## src/rtl/cpz_pkg.sv

```systemverilog
`timescale 1ns / 1ps
`default_nettype none
package cpz_pkg;

  // character grid
  localparam int SCREEN_COLUMNS = 88;
  localparam int SCREEN_ROWS    = 44;
  localparam int PIXEL_COUNT    = SCREEN_COLUMNS * SCREEN_ROWS;
  localparam int IDX_W          = $clog2(PIXEL_COUNT);

  localparam logic [7:0] BLANK_GLYPH = 8'd32;

  // result status codes
  localparam logic [1:0] STAT_OK        = 2'd0;
  localparam logic [1:0] STAT_HIDDEN    = 2'd1;
  localparam logic [1:0] STAT_OFFSCREEN = 2'd2;
  localparam logic [1:0] STAT_BEHIND    = 2'd3;

  // item kinds passed from front to back
  localparam logic [1:0] KIND_IMM  = 2'd0;
  localparam logic [1:0] KIND_READ = 2'd1;
  localparam logic [1:0] KIND_PLOT = 2'd2;

  // input function codes
  localparam logic FUNC_PLOT = 1'b0;
  localparam logic FUNC_READ = 1'b1;

  // register indexes
  localparam logic [2:0] REG_ROW_U  = 3'd0;
  localparam logic [2:0] REG_ROW_V  = 3'd1;
  localparam logic [2:0] REG_ROW_W  = 3'd2;
  localparam logic [2:0] REG_HALF_W = 3'd3;
  localparam logic [2:0] REG_CAMERA = 3'd4;
  localparam logic [2:0] REG_SCALE  = 3'd5;

  typedef struct packed {
    logic [47:0] row_u;
    logic [47:0] row_v;
    logic [47:0] row_w;
    logic [10:0] half_width;
    logic [9:0]  cam_dist;
    logic [9:0]  proj_scale;
  } cfg_t;

  typedef struct packed {
    logic [1:0]        kind;
    logic [7:0]        glyph;
    logic [1:0]        status;
    logic [IDX_W-1:0]  index;
    logic signed [12:0] px;
    logic signed [12:0] py;
    logic signed [12:0] pz;
  } desc_t;

  function automatic logic [7:0] face_glyph(input logic [2:0] f);
    logic [7:0] g;
    g = BLANK_GLYPH;
    unique case (f)
      3'd0: g = 8'h2E;
      3'd1: g = 8'h25;
      3'd2: g = 8'h2F;
      3'd3: g = 8'h3A;
      3'd4: g = 8'h2A;
      3'd5: g = 8'h21;
      default: g = BLANK_GLYPH;
    endcase
    return g;
  endfunction

endpackage
`default_nettype wire

```

## src/rtl/cpz_queue.sv

```systemverilog
`timescale 1ns / 1ps
`default_nettype none
module cpz_queue (
  input  wire logic           clk,
  input  wire logic           rst_n,
  input  wire logic           push,
  input  wire cpz_pkg::desc_t push_desc,
  input  wire logic           pop,
  output cpz_pkg::desc_t      head,
  output logic                empty,
  output logic                full
);
  import cpz_pkg::*;

  desc_t      slot_r [2];
  logic       wr_ptr_r, rd_ptr_r;
  logic [1:0] count_r;

  assign head  = slot_r[rd_ptr_r];
  assign empty = (count_r == 2'd0);
  assign full  = (count_r == 2'd2);

  // two-entry ring
  always_ff @(posedge clk) begin
    if (!rst_n) begin
      wr_ptr_r <= 1'b0;
      rd_ptr_r <= 1'b0;
      count_r  <= 2'd0;
    end else begin
      if (push) begin
        wr_ptr_r <= !wr_ptr_r;
      end
      if (pop) begin
        rd_ptr_r <= !rd_ptr_r;
      end
      count_r <= count_r + 2'(push) - 2'(pop);
    end
  end

  always_ff @(posedge clk) begin
    if (push) begin
      slot_r[wr_ptr_r] <= push_desc;
    end
  end
endmodule
`default_nettype wire

```

## config.mk

```make
export PLATFORM = sky130hd
export DESIGN_NAME = cpz_queue
export DESIGN_NICKNAME = d
export VERILOG_FILES = /design/src/rtl/cpz_pkg.sv /design/src/rtl/cpz_queue.sv
export SDC_FILE = /design/constraint.sdc
export NUM_CORES = 1
export LEC_CHECK = 0
export ABC_AREA = 1
export BUFFER_PORTS_ARGS = -buffer_cell sky130_fd_sc_hd__buf_2
export CORE_ASPECT_RATIO = 0.75
export CORE_MARGIN = 3
export CORE_UTILIZATION = 39
export DETAILED_ROUTE_END_ITERATION = 8
export GPL_TIMING_DRIVEN = 0
export PLACE_DENSITY = 0.72
export SYNTH_ARGS = -nofsm -noshare
export SYNTH_HDL_FRONTEND = slang
export SYNTH_SLANG_ARGS = --single-unit
```

## constraint.sdc

```tcl
create_clock -name clk -period 4.2 [get_ports clk]
set_input_delay 0 -clock clk [delete_from_list [all_inputs] [get_ports clk]]
set_output_delay 0 -clock clk [all_outputs]
set_load 0.01 [all_outputs]
```

# Yosys cells after proc, flatten, opt, wreduce, memory -nomap -nowiden
# Memory sizes are Yosys's and may differ from the RTL's. A register that Yosys moved wholly into a read port is not among the register bits.
# Cells that the tools add are included.
[op_classes]
add_sub_neg = 2
mux = 4
n_eq_ne = 1
n_reduce_logical = 3
[ops]
columns = ["op", "count"]
rows = [
  ["2-to-1 mux 1 bit", 4],
  ["adder 2 x 1 -> 2 bit", 1],
  ["equality test 2 bit, second input constant", 1],
  ["zero test 1 bit", 2],
  ["zero test 2 bit", 1],
  ["subtractor 2 x 1 -> 2 bit", 1],
]
[totals]
ff_bits = 4
input_bits = 67
mem_bits_rw = 126
wordCells = 14
memories = 1
output_inout_bits = 65
[mem_list]
columns = ["name", "words", "width", "read_ports", "rd_clocked_by_memory_dff", "write_ports", "line", "rtl"]
rows = [
  ["slot_r", 2, 63, 1, 1, 1, "cpz_queue.sv:15", "desc_t slot_r [2];"],
]

# Depth between registers and ports, before layout
[logic_depth]
depth_word = 3
ltp_mapped = 7
ltp_nobuf = 7

# Worst setup path after synthesis
# OpenSTA, ideal clock, no wires.
[synth_path]
path_kind = "flip-flop to flip-flop"
startpoint = "register wr_ptr_r"
endpoint = "memory slot_r[0][0] (netlist bit), enable pin"
setup_slack_ns = 0.761
period_less_slack_ns = 3.439
stages_incl_launch_ff = 2
required_time_ns = 3.714
setup_ns = 0.486
path_buffers = 0
arrival_ns = 2.953
path_cell_list = "dfxtp_1 -> nor2_1"
[synth_lines]
columns = ["element", "line", "rtl"]
rows = [
  ["start, declared", "cpz_queue.sv:16", "logic wr_ptr_r, rd_ptr_r;"],
  ["start signal, assigned", "cpz_queue.sv:31", "wr_ptr_r <= !wr_ptr_r;"],
  ["end, declared", "cpz_queue.sv:15", ""],
]
# No word-level cell before the write port.

# Worst setup path in the final report
[layout_path]
startpoint = "register count_r[0]"
endpoint = "register count_r[0]"
[layout_via]
elab_chain_len = 2
[layout_rtl]
columns = ["element", "line", "rtl"]
rows = [
  ["start, declared", "cpz_queue.sv:17", "logic [1:0] count_r;"],
  ["start signal, assigned", "cpz_queue.sv:36", "count_r <= count_r + 2'(push) - 2'(pop);"],
  ["adder 2 x 1 -> 2 bit", "cpz_queue.sv:36", ""],
  ["subtractor 2 x 1 -> 2 bit", "cpz_queue.sv:36", ""],
]
# Every way passes these cells.
# A chain may end at the register's enable or synchronous reset.

==> summary.md <==
| Metric | Value |
|---|---|
| Root buf cell | `clkbuf_16` |
| Vias in the first global route | `3062` |
| Multiplexer share of the synthesized area | `18.4%` |
| # DRC | `0` |
| Max cap viols | `0` |
| Clock latency on the worst-skew pair | `0.40 ns` |
| CP arrival | `2.04 ns` |
| CP max stage cell | `dlygate4sd3_1` |
| Clock Pin Slew Worst Setup and Hold Paths | `0.06 ns` |
| Hold Vio Cnt, Final | `0` |
| Post-synth cell types | `12` |
| Status | `finished clean` |
| CTS max path bufs | `2` |
| Drt wl/cell | `15.6 um` |
| Clock skew | `0.00475 ns` |
| Num CTS Buffers | `17` |
| GRT overflow | `0` |
| Die W | `138 um` |
| Flop2flop setup slack | `2.47 ns` |
| Max Freq | `576 MHz` |
| Final min period | `1.73 ns` |
| Worst path cell trace | `inv_1 -> ha_1 -> inv_1 -> ha_1 -> nand2_1 -> dlygate4sd3_1 -> inv_1` |
| Fin crit share | `41.3%` |
| Syn Nets | `298` |
| Input/output buffers | `131` |
| Die area | `14400 um^2` |
| Critical path endpoint category | `flip-flop` |
| Synth Area in XOR/XNOR | `0%` |
| Max incr delay on CP | `0.54 ns` |
| Adder-cell share of the synthesized area | `0.493%` |
| Initial antenna violation count | `0` |
| Starting DRC count in detailed routing | `101` |
| ANT nets after route | `0` |
| Die height | `105 um` |
| WP data required | `4.50 ns` |
| Cell Pwr Density | `471 nW/um^2` |
| Largest area contributor in the netlist | `edfxtp_1` |
| Row count | `35` |
| Largest family of logic cells by synthesized area | `multiplexers` |
| Via count | `2766` |
| Max_slew headroom | `54.1%` |
| Vias/cell | `4.41` |
| Layout fillers | `936` |
| Slew Limit Fails | `0` |
| Routed WL | `9800 um` |
| Mapped Area | `5070 um^2` |
| RSZ-0062 raised after global routing | `false` |
| # diodes | `0` |
| Compound-Gate Fraction of Synth Area | `0.0986%` |
| Largest net degree at the start of global routing | `36` |
| Layout cells sized above 1 | `51.0%` |
| Global placer's final weighted congestion | `0.697` |
| Cell Count, Final, Fillers Out | `627` |
| Min-delay worst type | `input port to flip-flop` |
| Critical path type | `flip-flop to flip-flop` |
| Clk sink count | `131` |
| Top cells by area, synth | `edfxtp_1 (75%), mux2_4 (18%), buf_12 (2.4%), dfxtp_1 (2.0%), nor2_1 (0.67%)` |
| Syn Area/Cell | `22.2 um^2` |
| Placed insts | `529` |
| CTS tree | `yes` |
| First-pass GRT wire length | `15500 um` |
| YS warnings | `0` |
| Least-Margin Pin Slew | `0.688 ns` |
| Sequential element share of the synthesized area | `76.5%` |
| Area grow syn2layout | `43.7%` |
| Post-Synthesis Cells | `229` |
| Postcts setup bufs | `0` |
| CP most frequent cell | `inv_1` |
| Starting Density | `40.7%` |
| IR drop worst, VDD | `353 uV` |
| Top-Level Pins | `132` |
| FF+latch count, synth | `131` |
| Fin util | `58.4%` |
| Startpoint Class | `flip-flop` |
| Total track usage | `14.1%` |
| Hold WS | `0.314 ns` |
| Top-area cell type share of the netlist area | `74.6%` |
| Post-DP HPWL | `5960 um` |
| Core area | `12500 um^2` |
| Critical Path Fanout Max | `3` |
| DRT Pass-1 Iters | `4` |
| Simple logic cell fraction of the synthesized area | `1.36%` |
| Pleak | `2.95 nW` |
| Total power | `3.43 mW` |
| Setup violators final | `0` |
| Final-stage net count | `518` |
| Htree depth | `4` |
placed cells by master, fill, tap and decap left out, types with 4 or more instances in the layout:
cell | synthesis | routed
buf_2 | 0 | 131
edfxtp_1 | 126 | 126
dlygate4sd3_1 | 0 | 67
mux2_4 | 60 | 60
clkbuf_16 | 0 | 17
buf_12 | 6 | 9
nor2_1 | 9 | 8
nand2_1 | 8 | 8
inv_1 | 7 | 6
dfxtp_1 | 5 | 5
bufinv_16 | 0 | 4
clkinvlp_4 | 0 | 4
sequential cells by signal, indices dropped and copies added, names as in the netlist, named ones only:
register / count
rd_ptr_r: 1
slot_r: 126
count_r: 2
wr_ptr_r: 1
kinds of logic after synthesis:
| family | after synthesis |
|---|---|
| AO/OA/AOI/OAI | 1 |
| adder cells (fa/ha/maj) | 2 |
| buffers and inverters | 14 |
| flip-flops | 131 |
| multiplexers | 63 |
| AND/OR/NAND/NOR | 18 |
critical path: cells and delay by family, from the launching register on:
kind	cells	cell delay (ns)
adder cells (fa/ha/maj)	2	0.54
buffers and inverters	4	0.69
flip-flops	1	0.36
AND/OR/NAND/NOR	1	0.06
stage by stage:
step	setup TNS, ns	setup WS [ns]	area (um^2)
floorplan	0	0.761	5070
global placement	-48.27	-0.770	5940
detailed placement	0	2.51	6010
CTS	0	2.47	7290
global route	0	2.39	7290
finish	0	2.47	7290
power breakdown:
part,total (mW),switching [mW],internal [mW]
logic,0.386,0.168,0.218
clock network,1.51,0.525,0.989
registers,1.53,0.0196,1.51
metal layers:
layer / global-route usage, % / wire [um] / vias to the layer above / part of all wire [%]
li1: - / - / 1329 / -
met1: 16.1 / 3960 / 1321 / 40
met2: 24.3 / 5060 / 98 / 52
met3: 4.67 / 609 / 18 / 6.2
met4: 5.85 / 169 / 0 / 1.7
met5: 0 / 0 / - / 0
Yosys cell counts, drive strengths merged:
cell type and instances:
nand3 1, mux2 63, inv 7, buf 7, nor2 9, ha 2
a21oi 1, dfxtp 5, edfxtp 126, nand2 8
path summary, 6_finish.rpt:
check / from / cells after the start / end
worst min register to register: rd_ptr_r$_SDFFE_PN0P_ / 2 / flip-flop
worst max-delay path: count_r[0]$_SDFF_PN0_ / 7 / count_r[0]$_SDFF_PN0_
worst max register to register: count_r[0]$_SDFF_PN0_ / 7 / count_r[0]$_SDFF_PN0_
worst min-delay path: push_desc[34] / 2 / slot_r[1][34]$_DFFE_PP_
cell type report:
type / instances / area, um^2 / area share [%]
Sequential cell: 131 / 3880 / 53.3
Timing Repair Buffer: 201 / 1390 / 19.0
Multi-Input combinational cell: 84 / 1040 / 14.3
Clock buffer: 18 / 429 / 5.89
Tap cell: 166 / 208 / 2.85
Clock inverter: 13 / 185 / 2.54
Buffer: 7 / 131 / 1.80
Inverter: 7 / 26.3 / 0.360
timing repair:
action / 4_1_cts / 5_1_grt
hold buffers: 67 / 0
gates resized for setup: 0 / 0
endpoints found under the hold margin: 131 / 0
(Power assumes the default switching activity.)
