## src/rtl/cpz_pkg.sv

```systemverilog
`timescale 1ns / 1ps
`default_nettype none
package cpz_pkg;

  // character grid
  localparam int SCREEN_COLUMNS = 88;
  localparam int SCREEN_ROWS    = 44;
  localparam int PIXEL_COUNT    = SCREEN_COLUMNS * SCREEN_ROWS;
  localparam int IDX_W          = $clog2(PIXEL_COUNT);

  localparam logic [7:0] BLANK_GLYPH = 8'd32;

  // result status codes
  localparam logic [1:0] STAT_OK        = 2'd0;
  localparam logic [1:0] STAT_HIDDEN    = 2'd1;
  localparam logic [1:0] STAT_OFFSCREEN = 2'd2;
  localparam logic [1:0] STAT_BEHIND    = 2'd3;

  // item kinds passed from front to back
  localparam logic [1:0] KIND_IMM  = 2'd0;
  localparam logic [1:0] KIND_READ = 2'd1;
  localparam logic [1:0] KIND_PLOT = 2'd2;

  // input function codes
  localparam logic FUNC_PLOT = 1'b0;
  localparam logic FUNC_READ = 1'b1;

  // register indexes
  localparam logic [2:0] REG_ROW_U  = 3'd0;
  localparam logic [2:0] REG_ROW_V  = 3'd1;
  localparam logic [2:0] REG_ROW_W  = 3'd2;
  localparam logic [2:0] REG_HALF_W = 3'd3;
  localparam logic [2:0] REG_CAMERA = 3'd4;
  localparam logic [2:0] REG_SCALE  = 3'd5;

  typedef struct packed {
    logic [47:0] row_u;
    logic [47:0] row_v;
    logic [47:0] row_w;
    logic [10:0] half_width;
    logic [9:0]  cam_dist;
    logic [9:0]  proj_scale;
  } cfg_t;

  typedef struct packed {
    logic [1:0]        kind;
    logic [7:0]        glyph;
    logic [1:0]        status;
    logic [IDX_W-1:0]  index;
    logic signed [12:0] px;
    logic signed [12:0] py;
    logic signed [12:0] pz;
  } desc_t;

  function automatic logic [7:0] face_glyph(input logic [2:0] f);
    logic [7:0] g;
    g = BLANK_GLYPH;
    unique case (f)
      3'd0: g = 8'h2E;
      3'd1: g = 8'h25;
      3'd2: g = 8'h2F;
      3'd3: g = 8'h3A;
      3'd4: g = 8'h2A;
      3'd5: g = 8'h21;
      default: g = BLANK_GLYPH;
    endcase
    return g;
  endfunction

endpackage
`default_nettype wire

```

## src/rtl/cpz_front.sv

```systemverilog
`timescale 1ns / 1ps
`default_nettype none
module cpz_front (
  input  wire logic               in_valid,
  output logic                    in_ready,
  input  wire logic               in_func,
  input  wire logic [2:0]         in_face,
  input  wire logic signed [11:0] in_coord_s,
  input  wire logic signed [11:0] in_coord_t,
  input  wire logic [11:0]        in_read_index,
  input  wire logic [10:0]        half_width,
  input  wire logic               q_full,
  input  wire logic               clearing,
  output logic                    push,
  output cpz_pkg::desc_t          desc
);
  import cpz_pkg::*;

  logic signed [12:0] s13, t13, w13;
  logic               ri_ok;

  assign in_ready = !q_full && !clearing;
  assign push     = in_valid && in_ready;

  assign s13   = {in_coord_s[11], in_coord_s};
  assign t13   = {in_coord_t[11], in_coord_t};
  assign w13   = {2'b00, half_width};
  assign ri_ok = 32'(in_read_index) < 32'(PIXEL_COUNT);

  // classify the item and map a face point to the cube
  always_comb begin
    desc.kind   = KIND_PLOT;
    desc.glyph  = face_glyph(in_face);
    desc.status = STAT_OK;
    desc.index  = IDX_W'(in_read_index);
    desc.px     = s13;
    desc.py     = t13;
    desc.pz     = -w13;
    if (in_func == FUNC_READ) begin
      desc.kind = ri_ok ? KIND_READ : KIND_IMM;
      if (!ri_ok) begin
        desc.glyph  = BLANK_GLYPH;
        desc.status = STAT_OFFSCREEN;
        desc.index  = '0;
      end
    end else begin
      unique case (in_face)
        3'd0: begin desc.px = s13;  desc.py = t13;  desc.pz = -w13; end
        3'd1: begin desc.px = w13;  desc.py = t13;  desc.pz = s13;  end
        3'd2: begin desc.px = -w13; desc.py = t13;  desc.pz = s13;  end
        3'd3: begin desc.px = -s13; desc.py = t13;  desc.pz = w13;  end
        3'd4: begin desc.px = s13;  desc.py = -w13; desc.pz = -t13; end
        3'd5: begin desc.px = s13;  desc.py = w13;  desc.pz = t13;  end
        default: begin
          desc.kind   = KIND_IMM;
          desc.glyph  = BLANK_GLYPH;
          desc.status = STAT_OFFSCREEN;
          desc.index  = '0;
        end
      endcase
    end
  end
endmodule
`default_nettype wire

```

## config.mk

```make
export PLATFORM = sky130hd
export DESIGN_NAME = cpz_front
export DESIGN_NICKNAME = d
export VERILOG_FILES = /design/src/rtl/cpz_pkg.sv /design/src/rtl/cpz_front.sv
export SDC_FILE = /design/constraint.sdc
export NUM_CORES = 1
export LEC_CHECK = 0
export CORE_MARGIN = 4
export CORE_UTILIZATION = 45
export DETAILED_ROUTE_END_ITERATION = 6
export DONT_BUFFER_PORTS = 1
export GPL_TIMING_DRIVEN = 0
export PLACE_DENSITY = 0.65
export SLEW_MARGIN = 10
export SYNTH_ARGS = -nofsm -noshare
export SYNTH_HDL_FRONTEND = slang
export SYNTH_SLANG_ARGS = --single-unit
```

## constraint.sdc

```tcl
create_clock -name vclk -period 4.2
set_input_delay 0.63 -clock vclk [all_inputs]
set_output_delay 0.63 -clock vclk [all_outputs]
set_load 0.02 [all_outputs]
```

# After elaboration in Yosys (flattened, before gate mapping)
# Index checks and enable logic that the tools add are counted.
totals:
  in_bits: 54
  output_inout_bits: 65
  register_bits: 0
op_classes:
  addsub: 3
  n_reduce_logical: 6
  order_cmp: 1
  muxes: 7
  eq_ne: 5
ops:
  columns: ["cell", "n"]
  rows:
  - ["$pmux W39 S5", 1]
  - ["$mux W24", 2]
  - ["$mux W39", 1]
  - ["$pmux W5 S6", 1]
  - ["$neg A12 Y13", 2]
  - ["$mux W22", 1]
  - ["$neg A11 Y13", 1]
  - ["$lt A12 B12 Y1 const B", 1]
  - ["$eq A3 B2 Y1 const B", 2]
  - ["$eq A3 B3 Y1 const B", 2]
  - ["$reduce_or A6 Y1", 1]
  - ["$eq A3 B1 Y1 const B", 1]
  - ["$logic_not A3 Y1", 1]
  - ["$logic_and A1 B1 Y1", 2]
  - ["$logic_not A1 Y1", 2]
  - ["$mux W1", 1]

# Depth between registers and ports, before layout
# Gate-level depths: netlist of the first run.
depth:
  ltp_word: 4
  ltp_mapped: 8

# Worst setup path before layout of the first run
# OpenSTA, ideal clock, no wires.
synth_timing:
  path_type: "input -> output"
  start: "input half_width[5]"
  end: "output desc[35] in the netlist's numbering"
  t_arrival_ns: 2.388
  t_required_ns: 3.570
  setup_slack_ns: 1.182
  n_path_buf: 1
  cell_stages: 6
  path_cell_list: "buf_4 > or4_4 > or4_4 > xor2_1 > a211oi_2 > a31oi_1"
synth_lines:
  columns: ["item", "line", "text"]
  rows:
  - ["from (decl)", "cpz_front.sv:11", "input wire logic [10:0] half_width,"]
  - ["to (decl)", "cpz_front.sv:15", "output cpz_pkg::desc_t desc"]

==> results.md, run 1 <==
* Average detailed-routed wire length per instance at 20.71 um
* Final setup TNS at 0 ns
* Post-cts repair resize count at 0
* Antenna violation net count after detailed routing at 0
* Worst-case vdd ir drop at 58.53 uV
* Final clock period utilization by the worst path at 0.8418
* Source of the critical timing path: in_face[1]
* Routed vias at 2951
* Hold Crit Depth at 1
* Most used standard cells in the synthesized netlist: nor2_1 (39), nand2_1 (36), o21ai_0 (35)
* Area growth, synth to finish at 4.176%
* Minimum clock period after layout at 3.535 ns
* Cells along the critical path: a21oi_1 -> o31a_1 -> clkbuf_1 -> clkbuf_1 -> nor2_1 -> a21oi_1
* Worst Hold Endpoint: in_ready
* Total routing resource utilization after global routing at 0.2813
* Hold/Removal Path Class: in -> out
* Total DRC errors in the routed layout at 0
* Req. time, crit path at 3.57 ns
* Count of buffers inserted at the top-level ports at 0
* Main area contributors after synthesis: o21ai_0 (8.0%), a21oi_1 (7.1%), xnor2_1 (6.8%)
* Synth warnings at 0
* Total global routing overflow at 0
* Synthesized area per cell at 5.911 um2
* Number of antenna violations at the first check in global routing at 0
* Vias in the first global route at 2714
* Core footprint at 4723 um2
* Maximum achievable frequency at 282.9 MHz
* Pre-Repair DR Iteration Count at 5
* Pin slew with the least headroom to its limit at 0.9399 ns
* Largest fanout on the critical path at 10
* Worst path max stage delay at 0.52 ns
* I/O pin count at 119
* Last weighted congestion value of the routability-driven placer at 0.9664
* Startpoint Class: primary input
* Final hold violations at 0
* Fillcell total at 531
* Combinational power share at 1.000
* Worst slew margin at 0.3686
* Leakage power figure at 0.0007878 uW
* Number of buffers inserted by hold repair at cts at 0
* Cell with the most instances after synthesis: nor2_1
* Clock buffer instance count of the final layout at 0
* Antenna Cells at 0
* Setup repair after global routing missed its margin: no
* Internal Pwr Total at 86.01 uW
* # Max-Cap Violations at 0
* Count of final setup violators at 0
* Register Area at 0 um2
* Total wire length after detailed routing at 9.090 mm
* Initial standard-cell utilization of the core at 0.4630
* Sequential fraction of the synthesis area at 0
* Die footprint at 6040 um2
* Post-detail-place hpwl at 6.971 mm
* Pin count of the biggest net entering global routing at 11
* Via density per instance at 6.722
* Hold path start: q_full
* Nets@finish at 431
* Postcts setup bufs at 0
* Fraction of power consumed by sequential logic at 0
* Share of final-layout standard cells stronger than drive strength 1 at 0.05108
* Fraction of post-synthesis cell area in the top cell type by area at 0.08009
* Seq cells at 0
* Share of power burned in the clock network at 0
* Number of instances in the synthesized netlist at 370
* Netlist area before placement at 2187 um2
* Multi-input gate area at 1969 um2
* Fraction of power spent switching nets at 0.7073
* Drt initial violations at 326
* Die span in y at 77.72 um
* Arrival time worst endpoint at 2.91 ns
* Category of the worst setup path capture point: primary output
* Number of rows in the core area at 25
* Die X-Extent at 77.72 um
* Wire length of the first global-routing pass at 14.10 mm
* Switch Pwr at 207.8 uW
* Finished Core Util at 0.4824
* WS Path Type: in -> out
* Slowest cell on the critical path: a21oi_1
* Max Slew Vio Count at 0
* Result of the run: finished clean
* Number of distinct standard cells referenced by the synthesized netlist at 59
* Cell accounting for the most synthesized area: o21ai_0
* Pwr/cell area at 129.0 nW/um2
## worst max-delay path: cells and delay by family
family,cells,cell delay (ns)
AOI/OAI and AO/OA,3,1.18
buffers and inverters,2,0.97
and+or+nand+nor,1,0.13
## metal layers
| metal | up-vias | track usage | routed length, um |
|---|---|---|---|
| met5 | - | 0 | 0 |
| met4 | 0 | 0.06406 | 153 |
| met3 | 16 | 0.04756 | 1058 |
| met2 | 217 | 0.4606 | 4122 |
| met1 | 1375 | 0.3819 | 3755 |
| li1 | 1343 | - | - |
## power by group through the flow
stage | registers [uW] | clock network, uW | logic (uW)
after floorplan | 0 | 0 | 238
after global placement | 0 | 0 | 286
after detailed placement | 0 | 0 | 287
after CTS | 0 | 0 | 288
after global routing | 0 | 0 | 316
final | 0 | 0 | 294
## stage by stage
| stage | cell area (um2) | total power, uW | cells | setup slack (ns) | hold WS [ns] |
|---|---|---|---|---|---|
| 3_3_place_gp | 2278 | 285.8 | 439 | 0.7164 | 1.345 |
| 2_1_floorplan | 2195 | 237.9 | 372 | 1.182 | 1.340 |
| 3_5_place_dp | 2278 | 287.3 | 439 | 0.7329 | 1.344 |
| 6_report | 2278 | 293.8 | 439 | 0.6646 | 1.344 |
| 4_1_cts | 2278 | 288.2 | 439 | 0.7285 | 1.344 |
| 5_1_grt | 2278 | 315.6 | 439 | 0.5988 | 1.345 |
## how the worst max path moves through the flow
stage                    end  slack (ns)  cells after the start
floorplan           desc[35]        1.18                      6
global placement     desc[8]        0.72                      6
detailed placement   desc[8]        0.73                      6
CTS                  desc[8]        0.73                      6
global route         desc[8]        0.60                      6
finish               desc[8]        0.66                      6
## cell usage in the layout, fill, tap and decap left out, types with 3 or more instances in the layout
| cell | n |
|---|---|
| nor3_1 | 18 |
| ha_1 | 3 |
| a211o_1 | 3 |
| o21a_1 | 6 |
| nor2b_1 | 3 |
| nand2b_1 | 5 |
| a22oi_1 | 5 |
| o31ai_1 | 4 |
| a211oi_1 | 5 |
| nand2_1 | 36 |
| nand3_1 | 7 |
| nor2_1 | 39 |
| mux2i_1 | 5 |
| nor4_1 | 4 |
| buf_4 | 6 |
| clkbuf_1 | 23 |
| and2_1 | 13 |
| xor2_1 | 12 |
| a21oi_1 | 31 |
| buf_1 | 4 |
| inv_1 | 16 |
| buf_2 | 3 |
| or3_1 | 4 |
| nand4_1 | 4 |
| conb_1 | 4 |
| a311o_1 | 3 |
| o21ai_0 | 35 |
| xnor2_1 | 17 |
| o221ai_1 | 7 |
| a31oi_1 | 7 |
## logic make-up after synthesis
kind of cell               after synthesis  share of synthesized area
AOI/OAI and AO/OA                      129                     0.3845
adders and majority gates                4                    0.02174
xor gates and xnor gates                29                     0.1161
muxes                                    5                    0.02288
and+or+nand+nor                        148                     0.3484
other                                    2                   0.003434
buffers and inverters                   53                     0.1030
## cell type report
| class | instances | area share |
|---|---|---|
| plain buffers | 36 | 0.07084 |
| inverters | 17 | 0.02801 |
| multi-input cells | 319 | 0.8644 |
| well taps | 67 | 0.03679 |
(Power assumes the default switching activity.)
==> run 2, diff against run 1 <==
--- a/config.mk
+++ b/config.mk
@@ -5,6 +5,7 @@
 export SDC_FILE = /design/constraint.sdc
 export NUM_CORES = 1
 export LEC_CHECK = 0
+export ABC_AREA = 1
 export CORE_MARGIN = 4
 export CORE_UTILIZATION = 45
 export DETAILED_ROUTE_END_ITERATION = 6
==> constraint.sdc (replaced) <==
create_clock -name vclk -period 3.6
set_input_delay 0.54 -clock vclk [all_inputs]
set_output_delay 0.54 -clock vclk [all_outputs]
set_load 0.02 [all_outputs]
==> run 2 against run 1 <==
Effect of this change:
- die area down 2.2%
- power up 2.4%
- critical path depth down 1
- critical endpoint is now desc[13]
- worst setup slack better by 0.32 ns
- sequential share of layout area unchanged
- synthesized area down 2.5%
- highest routed layer unchanged
- routed wire length down 8.6%
- largest power group unchanged
- largest cell class unchanged
- first-iteration DRC count down 1.2%
==> results.md, run 2 <==
* Antenna violation net count after detailed routing at 0 (unchanged)
* Hold/Removal Path Class: in -> out
* Final instance count without filler cells at 528 (+20%)
* Main area contributors after synthesis: nand2_1 (26%), nor2_1 (14%), inv_1 (13%)
* Startpoint Class: primary input
* Worst path max stage delay at 0.55 ns (+0.03 ns)
* Average detailed-routed wire length per instance at 15.73 um (-24%)
* Most frequent standard cell in the layout excluding fill and tap cells: nand2_1
* Worst slew margin at 0.5146 (+0.1460)
* Finished Core Util at 0.4930 (+0.01062)
* Routed vias at 3010 (+2.0%)
* Nets@finish at 535 (+24%)
* Req. time, crit path at 3.06 ns (-0.51 ns)
* Buffers and inverters on the worst path at 2 (unchanged)
* Via density per instance at 5.701 (-15%)
* Post-detail-place hpwl at 6.963 mm (-0.12%)
* Share of final-layout standard cells stronger than drive strength 1 at 0.07143 (+0.02035)
* Postcts setup bufs at 0 (unchanged)
* Vias in the first global route at 2720 (+0.22%)
* Cell area after layout at 2206 um2 (-3.2%)
* CP delay by family, top: simple AND/OR/NAND/NOR gates
* Largest fanout on the critical path at 9 (-1)
* Fraction of post-synthesis cell area in the top cell type by area at 0.2551 (+0.1750)
* Netlist area before placement at 2133 um2 (-2.5%)
* Sequential fraction of the synthesis area at 0 (unchanged)
* Antenna Cells at 0 (unchanged)
* # Max-Cap Violations at 0 (unchanged)
* Die span in y at 76.85 um (-1.1%)
* Last weighted congestion value of the routability-driven placer at 0.9405 (-2.7%)
* Number of antenna violations at the first check in global routing at 0 (unchanged)
* Core footprint at 4474 um2 (-5.3%)
* Total global routing overflow at 0 (unchanged)
* Post-route worst hold slack at 1.158 ns (-0.1859 ns)
* Initial standard-cell utilization of the core at 0.4768 (+0.01374)
* Count of buffers inserted at the top-level ports at 0 (unchanged)
* Setup repair after global routing missed its margin: no
* Result of the run: finished clean
* Cell accounting for the most synthesized area: nand2_1
* Leakage power figure at 0.001190 uW (+51%)
* Number of distinct standard cells referenced by the synthesized netlist at 30 (-49%)
* Number of rows in the core area at 24 (-4.0%)
* Wire length of the first global-routing pass at 13.16 mm (-6.7%)
* Category of the worst setup path capture point: primary output
* Arrival time worst endpoint at 2.07 ns (-0.84 ns)
* Number of placed instances, taps included at 528 (+20%)
* Final clock period utilization by the worst path at 0.7255
* Slowest cell on the critical path: nor2_1
* Cell with the most instances after synthesis: nand2_1
* Final hold violations at 0 (unchanged)
* Worst-case vdd ir drop at 86.19 uV (+47%)
* Pre-Repair DR Iteration Count at 5 (unchanged)
* Instance area at placement at 2206 um2 (-3.2%)
* Area growth, synth to finish at 3.402%
* Number of buffers inserted by hold repair at cts at 0 (unchanged)
* Synthesized area per cell at 4.501 um2 (-24%)
* Drt initial violations at 322 (-1.2%)
* Final setup TNS at 0 ns (unchanged)
* Pin count of the biggest net entering global routing at 11 (unchanged)
* WS Path Type: in -> out
* Clock buffer instance count of the final layout at 0 (unchanged)
* Number of instances in the synthesized netlist at 474 (+28%)
* Seq cells at 0 (unchanged)
* Register Area at 0 um2 (unchanged)
* Post-cts repair resize count at 0 (unchanged)
* Pin slew with the least headroom to its limit at 0.7205 ns (-0.2194 ns)
* Die X-Extent at 76.85 um (-1.1%)
* Total routing resource utilization after global routing at 0.2623 (-0.01893)
* Maximum achievable frequency at 382.9 MHz
* Pwr/cell area at 136.4 nW/um2 (+5.7%)
* Max Slew Vio Count at 0 (unchanged)
* Top library cells by usage in the layout, fill and taps aside: nand2_1 (145), nor2_1 (82), inv_1 (72)
* Count of final setup violators at 0 (unchanged)
* I/O pin count at 119 (unchanged)
* Total DRC errors in the routed layout at 0 (unchanged)
* Minimum clock period after layout at 2.612 ns
* Synth warnings at 0 (unchanged)
* Cells along the critical path: buf_4 -> nand2_2 -> nor2_1 -> inv_2 -> o211ai_1
* Total wire length after detailed routing at 8.308 mm (-8.6%)
* Most used standard cells in the synthesized netlist: nand2_1 (145), nor2_1 (82), inv_1 (72)
* Die footprint at 5906 um2 (-2.2%)
## run 2: cell types whose count changed after synthesis, sizes merged, moves of 13 or more
cell / before / now
nand2: 36 / 153
inv: 16 / 78
nor2: 39 / 83
nand3: 7 / 45
clkbuf: 23 / 0
xnor2: 17 / 0
a21oi: 31 / 17
and2: 13 / 0
## run 2: stage by stage
step                      total power, uW  setup slack [ns]
after floorplan                     248.8             1.254
after global placement              295.7            0.9862
after detailed placement            297.7            0.9746
after CTS                           298.4            0.9720
after global routing                329.1            0.8864
final                               300.8            0.9882
## run 2: cells by family (layout without fill, tap and decap cells)
kind of cell / after synthesis / in the layout / share of synthesized area
buffers and inverters: 94 / 94 / 0.1883
and+or+nand+nor: 299 / 299 / 0.5865
AOI/OAI and AO/OA: 75 / 75 / 0.2000
other: 2 / 4 / 0.003520
adders and majority gates: 3 / 3 / 0.01760
xor gates and xnor gates: 1 / 1 / 0.004106
## run 2: area by class of cell
cell class / count / area, um2
plain buffers: 16 / 106.4
inverters: 78 / 295.3
well taps: 52 / 65.06
fillers: 549 / 2268
multi-input cells: 382 / 1739
## run 2: path summary, 6_finish.rpt
kind | startpoint | to | slack, ns | cells after the start
setup / recovery | in_face[2] | desc[13] | 0.99 | 5
hold / removal | q_full | in_ready | 1.16 | 1
## run 2: where the power goes
| group | internal [uW] | total (uW) | switching [uW] |
|---|---|---|---|
| logic | 74.2 | 301 | 227 |
| registers | 0 | 0 | 0 |
| clock network | 0 | 0 | 0 |
## run 2: layer usage
layer | part of all wire | global-route usage | wire length (um)
met3 | 0.12 | 0.04801 | 958
met5 | 0 | 0 | 0
met1 | 0.43 | 0.3573 | 3538
met4 | 0.017 | 0.03442 | 144
met2 | 0.44 | 0.4382 | 3666
